### src/rtl/core/jptc_pkg.sv
// Shared constants for the joystick pan/tilt trigger controller.
`timescale 1ns / 1ps

package jptc_pkg;

  // Default structural parameters
  localparam int SAMPLE_BITS_DEF = 10;
  localparam int TIME_BITS_DEF   = 32;

  // Configuration port
  localparam int CFG_IDX_W  = 3;
  localparam int CFG_DATA_W = 16;

  // Register widths
  localparam int SMP_REG_W  = 10;  // center, dead zone, divisor
  localparam int MS_REG_W   = 16;  // settle and burst times
  localparam int ANGLE_W    = 8;

  // Register indexes
  localparam logic [CFG_IDX_W-1:0] REG_CENTER_X      = 3'd0;
  localparam logic [CFG_IDX_W-1:0] REG_CENTER_Y      = 3'd1;
  localparam logic [CFG_IDX_W-1:0] REG_DEAD_ZONE     = 3'd2;
  localparam logic [CFG_IDX_W-1:0] REG_DIVISOR       = 3'd3;
  localparam logic [CFG_IDX_W-1:0] REG_SETTLE_TIME   = 3'd4;
  localparam logic [CFG_IDX_W-1:0] REG_BURST_TIME    = 3'd5;
  localparam logic [CFG_IDX_W-1:0] REG_ANGLE_MIN     = 3'd6;
  localparam logic [CFG_IDX_W-1:0] REG_ANGLE_MAX     = 3'd7;

  // Register reset values
  localparam logic [SMP_REG_W-1:0] CENTER_RST    = 10'd512;
  localparam logic [SMP_REG_W-1:0] DEAD_ZONE_RST = 10'd20;
  localparam logic [SMP_REG_W-1:0] DIVISOR_RST   = 10'd100;
  localparam logic [MS_REG_W-1:0]  SETTLE_RST    = 16'd400;
  localparam logic [MS_REG_W-1:0]  BURST_RST     = 16'd2000;
  localparam logic [ANGLE_W-1:0]   ANGLE_MIN_RST = 8'd0;
  localparam logic [ANGLE_W-1:0]   ANGLE_MAX_RST = 8'd180;
  localparam logic [ANGLE_W-1:0]   ANGLE_HOME    = 8'd90;

  // Result packing: pan, tilt, pump, drive, padded to whole bytes
  localparam int OUT_FIELDS_W = 2 * ANGLE_W + 2;
  localparam int OUT_W        = ((OUT_FIELDS_W + 7) / 8) * 8;
  localparam int OUT_PAD      = OUT_W - OUT_FIELDS_W;

endpackage

### src/rtl/core/joystick_pan_tilt_trigger_controller.sv
// Joystick pan/tilt aiming with a timed pump burst, bit-serial divider.
`timescale 1ns / 1ps

// Channel   Dir  Handshake              Payload (lowest bit up)
// s_axis    in   s_tvalid / s_tready    joy_x, joy_y, button_down, now_ms
// m_axis    out  m_tvalid / m_tready    pan_angle, tilt_angle, pump_on, servo_drive_on
// cfg       in   cfg_we                 cfg_index selects register, cfg_wdata value
//
// A transaction is accepted in idle, then passes through the prep, divide, angle and
// update states; the restoring divider retires one quotient bit per cycle for both
// axes side by side. A new input is taken once the state machine is back in idle,
// even while the previous result still waits in the output register. A stalled
// output holds the block in its final step. Reset (rst, synchronous) restores the
// configuration registers, controller state, sequencer state and m_tvalid to defaults.

module joystick_pan_tilt_trigger_controller #(
  parameter int SAMPLE_BITS = jptc_pkg::SAMPLE_BITS_DEF,
  parameter int TIME_BITS   = jptc_pkg::TIME_BITS_DEF
) (
  input  logic                                 clk,
  input  logic                                 rst,
  input  logic                                 s_tvalid,
  output logic                                 s_tready,
  // joy_x, joy_y, button_down, now_ms, zero pad
  input  logic [((2*SAMPLE_BITS+TIME_BITS+8)/8)*8-1:0] s_tdata,
  output logic                                 m_tvalid,
  input  logic                                 m_tready,
  // pan_angle, tilt_angle, pump_on, servo_drive_on, zero pad
  output logic [jptc_pkg::OUT_W-1:0]           m_tdata,
  input  logic                                 cfg_we,
  input  logic [jptc_pkg::CFG_IDX_W-1:0]       cfg_index,
  input  logic [jptc_pkg::CFG_DATA_W-1:0]      cfg_wdata
);

  localparam int SB    = SAMPLE_BITS;
  localparam int TB    = TIME_BITS;
  localparam int RW    = jptc_pkg::SMP_REG_W;
  localparam int AW_   = jptc_pkg::ANGLE_W;
  localparam int CMPW  = (SB > RW) ? SB : RW;   // dead zone compare width
  localparam int VW    = SB + RW;               // signed angle arithmetic width
  localparam int CNTW  = $clog2(SB);

  localparam logic [2:0] ST_IDLE   = 3'd0;
  localparam logic [2:0] ST_PREP   = 3'd1;
  localparam logic [2:0] ST_DIV    = 3'd2;
  localparam logic [2:0] ST_ANGLE  = 3'd3;
  localparam logic [2:0] ST_UPDATE = 3'd4;

  // Configuration registers
  logic [RW-1:0]                   center_x, center_y, dead_zone, divisor;
  logic [jptc_pkg::MS_REG_W-1:0]   settle_time_ms, burst_time_ms;
  logic [AW_-1:0]                  angle_min, angle_max;

  // Controller state
  logic [AW_-1:0] pan_now, tilt_now;
  logic           trigger_armed, burst_active, drive_enabled;
  logic [TB-1:0]  burst_start, last_activity;

  // Per-transaction working registers
  logic [2:0]      state;
  logic [SB-1:0]   joy_x, joy_y;
  logic            btn;
  logic [TB-1:0]   now_ms;
  logic [SB-1:0]   dq_x, dq_y;     // dividend shifts out, quotient shifts in
  logic [RW-1:0]   rem_x, rem_y;
  logic            neg_x, neg_y;
  logic [CNTW-1:0] bit_cnt;
  logic [AW_-1:0]  new_pan, new_tilt;
  logic            burst_elapsed, idle_exceeded;

  // Field unpacking
  logic [SB-1:0] in_x, in_y;
  logic          in_btn;
  logic [TB-1:0] in_now;
  assign in_x   = s_tdata[SB-1:0];
  assign in_y   = s_tdata[2*SB-1:SB];
  assign in_btn = s_tdata[2*SB];
  assign in_now = s_tdata[2*SB+TB:2*SB+1];

  assign s_tready = (state == ST_IDLE);

  // Offset, magnitude and dead zone for both axes
  logic [SB-1:0]   cx_eff, cy_eff;
  logic [SB:0]     off_x, off_y;
  logic [SB-1:0]   mag_x, mag_y;
  logic            dz_x, dz_y;
  assign cx_eff = SB'(center_x);
  assign cy_eff = SB'(center_y);
  assign off_x  = {1'b0, joy_x} - {1'b0, cx_eff};
  assign off_y  = {1'b0, joy_y} - {1'b0, cy_eff};
  assign mag_x  = off_x[SB] ? SB'(-off_x) : off_x[SB-1:0];
  assign mag_y  = off_y[SB] ? SB'(-off_y) : off_y[SB-1:0];
  assign dz_x   = CMPW'(mag_x) < CMPW'(dead_zone);
  assign dz_y   = CMPW'(mag_y) < CMPW'(dead_zone);

  // One restoring division step per lane
  logic [RW-1:0] div_eff;
  logic [RW:0]   trial_x, trial_y;
  logic          ge_x, ge_y;
  logic [RW:0]   diff_x, diff_y;
  logic [RW-1:0] rem_x_next, rem_y_next;
  assign div_eff    = (divisor == '0) ? RW'(1) : divisor;
  assign trial_x    = {rem_x, dq_x[SB-1]};
  assign trial_y    = {rem_y, dq_y[SB-1]};
  assign ge_x       = trial_x >= {1'b0, div_eff};
  assign ge_y       = trial_y >= {1'b0, div_eff};
  assign diff_x     = trial_x - {1'b0, div_eff};
  assign diff_y     = trial_y - {1'b0, div_eff};
  assign rem_x_next = ge_x ? diff_x[RW-1:0] : trial_x[RW-1:0];
  assign rem_y_next = ge_y ? diff_y[RW-1:0] : trial_y[RW-1:0];

  // Angle step and clamp
  logic signed [VW-1:0] q_x, q_y, v_pan, v_tilt, lim_lo, lim_hi;
  logic [AW_-1:0]       pan_clamped, tilt_clamped;
  assign q_x    = neg_x ? -VW'(dq_x) : VW'(dq_x);
  assign q_y    = neg_y ? -VW'(dq_y) : VW'(dq_y);
  assign v_pan  = VW'(pan_now) - q_x;
  assign v_tilt = VW'(tilt_now) - q_y;
  assign lim_lo = VW'(angle_min);
  assign lim_hi = VW'(angle_max);

  always_comb begin
    if (v_pan < lim_lo) begin
      pan_clamped = angle_min;
    end else if (v_pan > lim_hi) begin
      pan_clamped = angle_max;
    end else begin
      pan_clamped = v_pan[AW_-1:0];
    end
    if (v_tilt < lim_lo) begin
      tilt_clamped = angle_min;
    end else if (v_tilt > lim_hi) begin
      tilt_clamped = angle_max;
    end else begin
      tilt_clamped = v_tilt[AW_-1:0];
    end
  end

  // Trigger and drive decisions for the final step
  logic armed_now, fire, burst_next, moved, out_free;
  assign armed_now  = trigger_armed | ~btn;
  assign fire       = btn & armed_now & ~burst_active;
  assign burst_next = fire | (burst_active & ~burst_elapsed);
  assign moved      = ~burst_next & ((new_pan != pan_now) | (new_tilt != tilt_now));
  assign out_free   = ~m_tvalid | m_tready;

  // Configuration writes
  always_ff @(posedge clk) begin
    if (rst) begin
      center_x       <= jptc_pkg::CENTER_RST;
      center_y       <= jptc_pkg::CENTER_RST;
      dead_zone      <= jptc_pkg::DEAD_ZONE_RST;
      divisor        <= jptc_pkg::DIVISOR_RST;
      settle_time_ms <= jptc_pkg::SETTLE_RST;
      burst_time_ms  <= jptc_pkg::BURST_RST;
      angle_min      <= jptc_pkg::ANGLE_MIN_RST;
      angle_max      <= jptc_pkg::ANGLE_MAX_RST;
    end else if (cfg_we) begin
      unique case (cfg_index)
        jptc_pkg::REG_CENTER_X:      center_x       <= cfg_wdata[RW-1:0];
        jptc_pkg::REG_CENTER_Y:      center_y       <= cfg_wdata[RW-1:0];
        jptc_pkg::REG_DEAD_ZONE:     dead_zone      <= cfg_wdata[RW-1:0];
        jptc_pkg::REG_DIVISOR:       divisor        <= cfg_wdata[RW-1:0];
        jptc_pkg::REG_SETTLE_TIME:   settle_time_ms <= cfg_wdata;
        jptc_pkg::REG_BURST_TIME:    burst_time_ms  <= cfg_wdata;
        jptc_pkg::REG_ANGLE_MIN:     angle_min      <= cfg_wdata[AW_-1:0];
        jptc_pkg::REG_ANGLE_MAX:     angle_max      <= cfg_wdata[AW_-1:0];
        default: ;
      endcase
    end
  end

  // Sequencer, controller state and output register
  always_ff @(posedge clk) begin
    if (rst) begin
      state         <= ST_IDLE;
      pan_now       <= jptc_pkg::ANGLE_HOME;
      tilt_now      <= jptc_pkg::ANGLE_HOME;
      trigger_armed <= 1'b0;
      burst_active  <= 1'b0;
      burst_start   <= '0;
      last_activity <= '0;
      drive_enabled <= 1'b1;
      m_tvalid      <= 1'b0;
    end else begin
      // Drop valid once taken, unless the final step reloads it this cycle
      if (m_tvalid && m_tready && (state != ST_UPDATE)) begin
        m_tvalid <= 1'b0;
      end
      unique case (state)
        ST_IDLE: begin
          if (s_tvalid) begin
            joy_x  <= in_x;
            joy_y  <= in_y;
            btn    <= in_btn;
            now_ms <= in_now;
            state  <= ST_PREP;
          end
        end
        ST_PREP: begin
          // Load magnitudes, zeroed inside the dead zone
          dq_x    <= dz_x ? '0 : mag_x;
          dq_y    <= dz_y ? '0 : mag_y;
          neg_x   <= off_x[SB];
          neg_y   <= off_y[SB];
          rem_x   <= '0;
          rem_y   <= '0;
          bit_cnt <= CNTW'(SB - 1);
          state   <= ST_DIV;
        end
        ST_DIV: begin
          dq_x  <= {dq_x[SB-2:0], ge_x};
          dq_y  <= {dq_y[SB-2:0], ge_y};
          rem_x <= rem_x_next;
          rem_y <= rem_y_next;
          bit_cnt <= bit_cnt - 1'b1;
          if (bit_cnt == '0) begin
            state <= ST_ANGLE;
          end
        end
        ST_ANGLE: begin
          // Register clamped angles and both elapsed-time checks
          new_pan       <= pan_clamped;
          new_tilt      <= tilt_clamped;
          burst_elapsed <= (now_ms - burst_start) >= TB'(burst_time_ms);
          idle_exceeded <= (now_ms - last_activity) > TB'(settle_time_ms);
          state         <= ST_UPDATE;
        end
        ST_UPDATE: begin
          // Hold until the output register has room
          if (out_free) begin
            trigger_armed <= armed_now & ~fire;
            burst_active  <= burst_next;
            if (fire) begin
              burst_start <= now_ms;
            end
            if (moved || burst_next) begin
              drive_enabled <= 1'b1;
              last_activity <= now_ms;
              if (moved) begin
                pan_now  <= new_pan;
                tilt_now <= new_tilt;
              end
            end else if (drive_enabled && idle_exceeded) begin
              drive_enabled <= 1'b0;
            end
            m_tvalid <= 1'b1;
            m_tdata  <= {{jptc_pkg::OUT_PAD{1'b0}},
                         (moved | burst_next) | (drive_enabled & ~idle_exceeded),
                         burst_next,
                         moved ? new_tilt : tilt_now,
                         moved ? new_pan : pan_now};
            state    <= ST_IDLE;
          end
        end
        default: state <= ST_IDLE;
      endcase
    end
  end

endmodule
### config.mk
export PLATFORM = sky130hd
export DESIGN_NAME = joystick_pan_tilt_trigger_controller
export DESIGN_NICKNAME = d
export VERILOG_FILES = /design/src/rtl/core/jptc_pkg.sv /design/src/rtl/core/joystick_pan_tilt_trigger_controller.sv
export SDC_FILE = /design/constraint.sdc
export NUM_CORES = 1
export LEC_CHECK = 0
export BUFFER_PORTS_ARGS = -buffer_cell sky130_fd_sc_hd__buf_2
export CAP_MARGIN = 30
export CORE_ASPECT_RATIO = 2
export CORE_MARGIN = 2
export CORE_UTILIZATION = 60
export DETAILED_ROUTE_END_ITERATION = 12
export GPL_TIMING_DRIVEN = 0
export PLACE_DENSITY = 0.75
export SYNTH_ARGS = -nofsm -noshare
export SYNTH_HDL_FRONTEND = slang
export SYNTH_SLANG_ARGS = --single-unit
### constraint.sdc
create_clock -name clk -period 4.9 [get_ports clk]
set_input_delay 0.245 -clock clk [delete_from_list [all_inputs] [get_ports clk]]
set_output_delay 0.245 -clock clk [all_outputs]
set_load 0.02 [all_outputs]
# Word level (Yosys, flattened, before mapping)
# Cells that the tools add are included.
[totals] ff_bits=310 in_bits=80 out_inout_bits=26 elab_cells=150
[op_classes] add_sub_neg=13 order_cmp=10 n_eq_ne=17 mux=29 bitwise_logic=20 n_reduce_logical=28
[ops] cell="10-bit one-hot mux with 2 select lines" n=4
[ops] cell="10-bit two-way mux" n=7
[ops] cell="32-bit subtractor" n=2
[ops] cell="8-bit two-way mux" n=6
[ops] cell="20-bit by 9-bit > comparator with 1-bit output" n=2
[ops] cell="20-bit by 9-bit < comparator with 1-bit output" n=2
[ops] cell="20-bit two-way mux" n=2
[ops] cell="10-bit negation with 20-bit output" n=2
[ops] cell="8-bit by 20-bit subtractor with 20-bit output" n=2
[ops] cell="32-bit by 16-bit >= comparator with 1-bit output" n=1
[ops] cell="32-bit by 16-bit > comparator with 1-bit output" n=1
[ops] cell="2-bit AND reduction" n=12
[ops] cell="11-bit by 10-bit >= comparator with 1-bit output" n=2
[ops] cell="10-bit by 10-bit subtractor with 11-bit output" n=2
[ops] cell="10-bit < comparator" n=2
[ops] cell="10-bit negation" n=2
[ops] cell="10-bit subtractor" n=2
[ops] cell="3-bit AND reduction" n=6
[ops] cell="8-bit inequality test" n=2
[ops] cell="3-bit == test, second input constant" n=5
[ops] cell="3-bit one-hot mux with 5 select lines" n=1
[ops] cell="3-bit by 2-bit == test with 1-bit output, second input constant" n=4
[ops] cell="10-bit zero test" n=1
[ops] cell="3-bit two-way mux" n=3
[ops] cell="other kinds (14)" n=42

# Longest topological paths before layout
[depth] word_depth=10 depth_mapped=23 ltp_nobuf=23

# Worst setup path before layout
# OpenSTA, ideal clock, no wires.
[synth_path] kind="register to register" from="reg joy_y[0]" to="reg dq_y[3] (data pin)" setup_ns=0.280 arrival_time_ns=4.035 required_ns=4.620 slack_ns=0.586 path_stages_with_launch=23 path_buffers=0 period_less_slack_ns=4.314 path_cell_list="edfxtp_1 -> inv_1 -> ha_1 -> inv_1 -> fa_1 -> a21o_1 -> a21oi_1 -> o21ai_0 -> a2111oi_0 -> nor2_1 -> a31o_2 -> inv_1 -> nand2b_1 -> xnor2_1 -> inv_1 -> ha_1 -> nor2b_1 -> o21ai_0 -> a21oi_1 -> o211ai_1 -> nand2_1 -> a41oi_1 -> o21ai_0"
[synth_via] word_cells_on_any_way=6 classes_between="2 x add/sub; 1 x order compare; 3 x mux"
[synth_lines] element="start: declaration" line="joystick_pan_tilt_trigger_controller.sv:61" rtl="logic [SB-1:0] joy_x, joy_y;"
[synth_lines] element="start signal: assignment" line="joystick_pan_tilt_trigger_controller.sv:194" rtl="joy_y <= in_y;"
[synth_lines] element="10-bit by 10-bit subtractor with 11-bit output (*)" line="joystick_pan_tilt_trigger_controller.sv:90" rtl="assign off_y = {1'b0, joy_y} - {1'b0, cy_eff};"
[synth_lines] element="named net off_y[10]" line="joystick_pan_tilt_trigger_controller.sv:84" rtl="logic [SB:0] off_x, off_y;"
[synth_lines] element="10-bit two-way mux (*)" line="joystick_pan_tilt_trigger_controller.sv:92" rtl="assign mag_y = off_y[SB] ? SB'(-off_y) : off_y[SB-1:0];"
[synth_lines] element="10-bit < comparator" line="joystick_pan_tilt_trigger_controller.sv:94" rtl="assign dz_y = CMPW'(mag_y) < CMPW'(dead_zone);"
[synth_lines] element="10-bit two-way mux (*)" line="joystick_pan_tilt_trigger_controller.sv:203" rtl="dq_y <= dz_y ? '0 : mag_y;"
[synth_lines] element="10-bit one-hot mux with 2 select lines (*)" line="joystick_pan_tilt_trigger_controller.sv:190" rtl="unique case (state)"
[synth_lines] element="end signal: assignment" line="joystick_pan_tilt_trigger_controller.sv:203"
[synth_lines] element="end signal: assignment" line="joystick_pan_tilt_trigger_controller.sv:213" rtl="dq_y <= {dq_y[SB-2:0], ge_y};"
[synth_lines] element="end: declaration" line="joystick_pan_tilt_trigger_controller.sv:64" rtl="logic [SB-1:0] dq_x, dq_y;"
# Mark *: on every way through the listed nets, which the timed path passes. The rest lies on a longest branch.
# A chain may end at the register's enable or synchronous reset.

# Worst setup path after layout
[layout_path] from="reg joy_y[0]" to="reg dq_y[7] (data pin)"
[layout_via] elab_chain_len=6
[layout_rtl] element="10-bit by 10-bit subtractor with 11-bit output (*)" line="joystick_pan_tilt_trigger_controller.sv:90"
[layout_rtl] element="10-bit negation" line="joystick_pan_tilt_trigger_controller.sv:92"
[layout_rtl] element="10-bit two-way mux (*)" line="joystick_pan_tilt_trigger_controller.sv:92"
[layout_rtl] element="10-bit < comparator" line="joystick_pan_tilt_trigger_controller.sv:94"
[layout_rtl] element="10-bit two-way mux (*)" line="joystick_pan_tilt_trigger_controller.sv:203"
[layout_rtl] element="10-bit one-hot mux with 2 select lines (*)" line="joystick_pan_tilt_trigger_controller.sv:190"
# Every way passes the cells marked *; elsewhere a longest branch is shown, timed or not.

==> metrics.cfg <==
[layout]
fin_util_pct = 70.00
fin_cells = 3086
fill_cells = 2707
final_cell_mix = nand2_1, a21oi_1, inv_1
drive_gt1_share_pct = 9.668
area_growth_pct = 15.25
layout.nets = 2916
mostFrequentLayoutCell = nand2_1

[setup_path]
startpoint = joy_y[0]
cp_max_fo = 9
crit_top_cell = inv_1
required_ps = 5190
cp.arrival_ps = 5090
cpMaxStageDelayCell = xor2_1
r2r-start = joy_y[0]
worst-r2r-setup-slack_ps = 90
startpoint_type = flop
crit_path_end_kind = flop
setup.worst_path.class = flop to flop
critical_path.max_stage_delay_ps = 620
crit_chain = inv_1 > ha_1 > inv_1 > fa_1 > a21o_1 > a21oi_2 > o21ai_0 > a2111oi_1 > nor2_1 > a31o_2 > a31oi_1 > xor2_1 > inv_1 > ha_1 > nand2_1 > a21oi_1 > a41oi_4 > buf_12 > o21ai_0

[clocking]
cts_max_level = 1
cts_sinks = 310
numCtsBuffers = 29
root_buffer = clkbuf_16
clk_latency_ps = 590
cts_tree = built
clk_pin_slew_ps = 70
clock_path_buffers = 3

[pwr]
peakVddDrop_mv = 0.3159
cellPowerDensity_nw_per_um2 = 342.9
power_leakage_nw = 8.946
p_total_w = 0.008075

[yosys]
avgSynthCellArea_um2 = 8.447
ys_seq_area_share_pct = 36.99
async_flop_share_pct = 0
ys_ff_latch = 310
netlist-cell-type-count = 80
synth_edf_count = 135
netlist_area_um2 = 20430
ys.flop_type = dfxtp_1
yosysWarnings = 0
syn-instance-count = 2419

[sta]
clock.fmax_ghz = 0.2081
max-slew-margin-rel_pct = 35.47
setup_ws_ps = 93.92
hold_viol_final = 0
slew_viol_final = 0
fin_crit_ps = 4806
setup-violations-final = 0
period_share_pct = 98.08
tightest_slew_ps = 968.0
finClkSkew_ps = 23.91

[drt]
drc = 0
drt-vias-per-instance = 6.003
drtIter0Drc = 1306
ant_nets = 0
num_vias = 18530
dr.pass1.iters = 5
wirelength_mm = 63.09
wl_per_cell_um = 20.44

[placed_design]
dp_cells = 2953
pre_cts_slack_ps = -808.1
gp_congestion = 1.010
io_buffers = 85
dpl.hpwl_mm = 48.62

[floorplan]
die_w_um = 134.5
die_area_um2 = 35630
coreArea_um2 = 33640
start_util_pct = 60.74
ioPinCount = 106
die_height_um = 265.0
num_rows = 95

[hold_path]
hold_path_class = input pin to flop
hp-start = cfg_wdata[0]

[global_route]
grt_usage_pct = 35.07
overflow = 0
grt_pass1_vias = 18770
grt_pass1_wl_mm = 97.22
grt_start_max_net_pins = 39
antenna_found_initial = 3

[job]
cap_viol_max_count = 0

[run_status]
status = finished clean

[report_power, final]
group	switching, W	internal, W	total, W
combinational	0.00162	0.00108	0.00269
clock	0.00104	0.00132	0.00236
sequential	0.000128	0.00289	0.00302
total	0.00278	0.00529	0.00808
[worst paths after layout]
kind | endpoint | cells after the start
worst max-delay path | dq_y[7] | 19
worst min register to register | last_activity[6] | 2
worst max register to register | dq_y[7] | 19
worst min-delay path | dead_zone[0] | 3
[layout make-up]
class | count | area [um2] | share of cell area [%]
multi-input combinational | 1785 | 11910 | 50.58
timing repair buffer | 171 | 1271 | 5.399
antenna | 2 | 5.005 | 0.02125
sequential | 310 | 7557 | 32.09
tap | 436 | 545.5 | 2.317
inverter | 240 | 908.4 | 3.858
buffer | 88 | 370.4 | 1.573
clock buffer | 41 | 852.1 | 3.618
clock inverter | 13 | 127.6 | 0.5420
[flip-flops by register name, indices dropped and copies added (netlist names), 16 cells and up]
signal          cells
settle_time_ms     16
m_tdata            18
burst_start        32
last_activity      32
burst_time_ms      16
now_ms             32
[metrics by stage]
stage               hold slack [ps]  cell area, um2  setup TNS (ps)
floorplan                     343.9           20450               0
global placement              420.8           21420          -10650
detailed placement            423.1           21530          -11100
CTS                           9.980           23300               0
global route                  38.57           23550           -1227
finish                        21.37           23550               0
[synthesized netlist by cell type, drive strengths merged (14+ instances only)]
cell | number | share of area (%)
nand2 | 414 | 7.6
a21oi | 247 | 6.1
inv | 240 | 4.4
ha | 203 | 12
dfxtp | 175 | 17
edfxtp | 135 | 20
nor2 | 126 | 2.3
o21ai | 107 | 2.6
xnor2 | 81 | 3.5
clkbuf | 73 | 1.4
nor3 | 55 | 1.3
nand3 | 39 | 0.96
a21o | 34 | 1.2
o211ai | 34 | 1.2
o21a | 31 | 1.1
xor2 | 31 | 1.3
nand2b | 27 | 0.83
a211oi | 24 | 0.91
nor2b | 24 | 0.73
mux2i | 23 | 1.1
nand4 | 23 | 0.70
or3 | 18 | 0.58
and3 | 16 | 0.49
buf | 16 | 0.45
mux2 | 16 | 0.88
o21bai | 14 | 0.57
[per-layer routing]
layer / wire length (um) / global-route usage [%]
met5: 10 / 0
met4: 6027 / 29.05
met3: 2661 / 4.934
met2: 33750 / 66.53
met1: 20640 / 32.02
[critical path: cells and delay by family (launching register included)]
| kind | cells | cell delay, ps |
|---|---|---|
| compound gates | 9 | 1920 |
| xor+xnor | 1 | 620 |
| buf+inv | 4 | 430 |
| fa+ha+maj | 3 | 940 |
| simple gates | 2 | 230 |
| flops | 1 | 370 |
[timing repair]
item                                   CTS  global route
resized for setup                       23            37
hold buffers                            61             0
pin swaps                               11            23
setup endpoints to repair               22            30
endpoints found under the hold margin   70             0
buffers inserted                         8             8
[logic make-up (layout without fill, tap and decap cells)]
family                     Yosys count  after routing  synth area share, %
buffers and inverters              329            553                6.240
AOI/OAI and AO/OA                  621            621                19.28
other                                1              8              0.01835
and+or+nand+nor                    796            796                17.45
xor gates and xnor gates           112            112                4.801
muxes                               39             39                2.009
adders and majority gates          211            211                13.21
DFF                                310            310                36.99
Power figures use the tool's default switching activity.
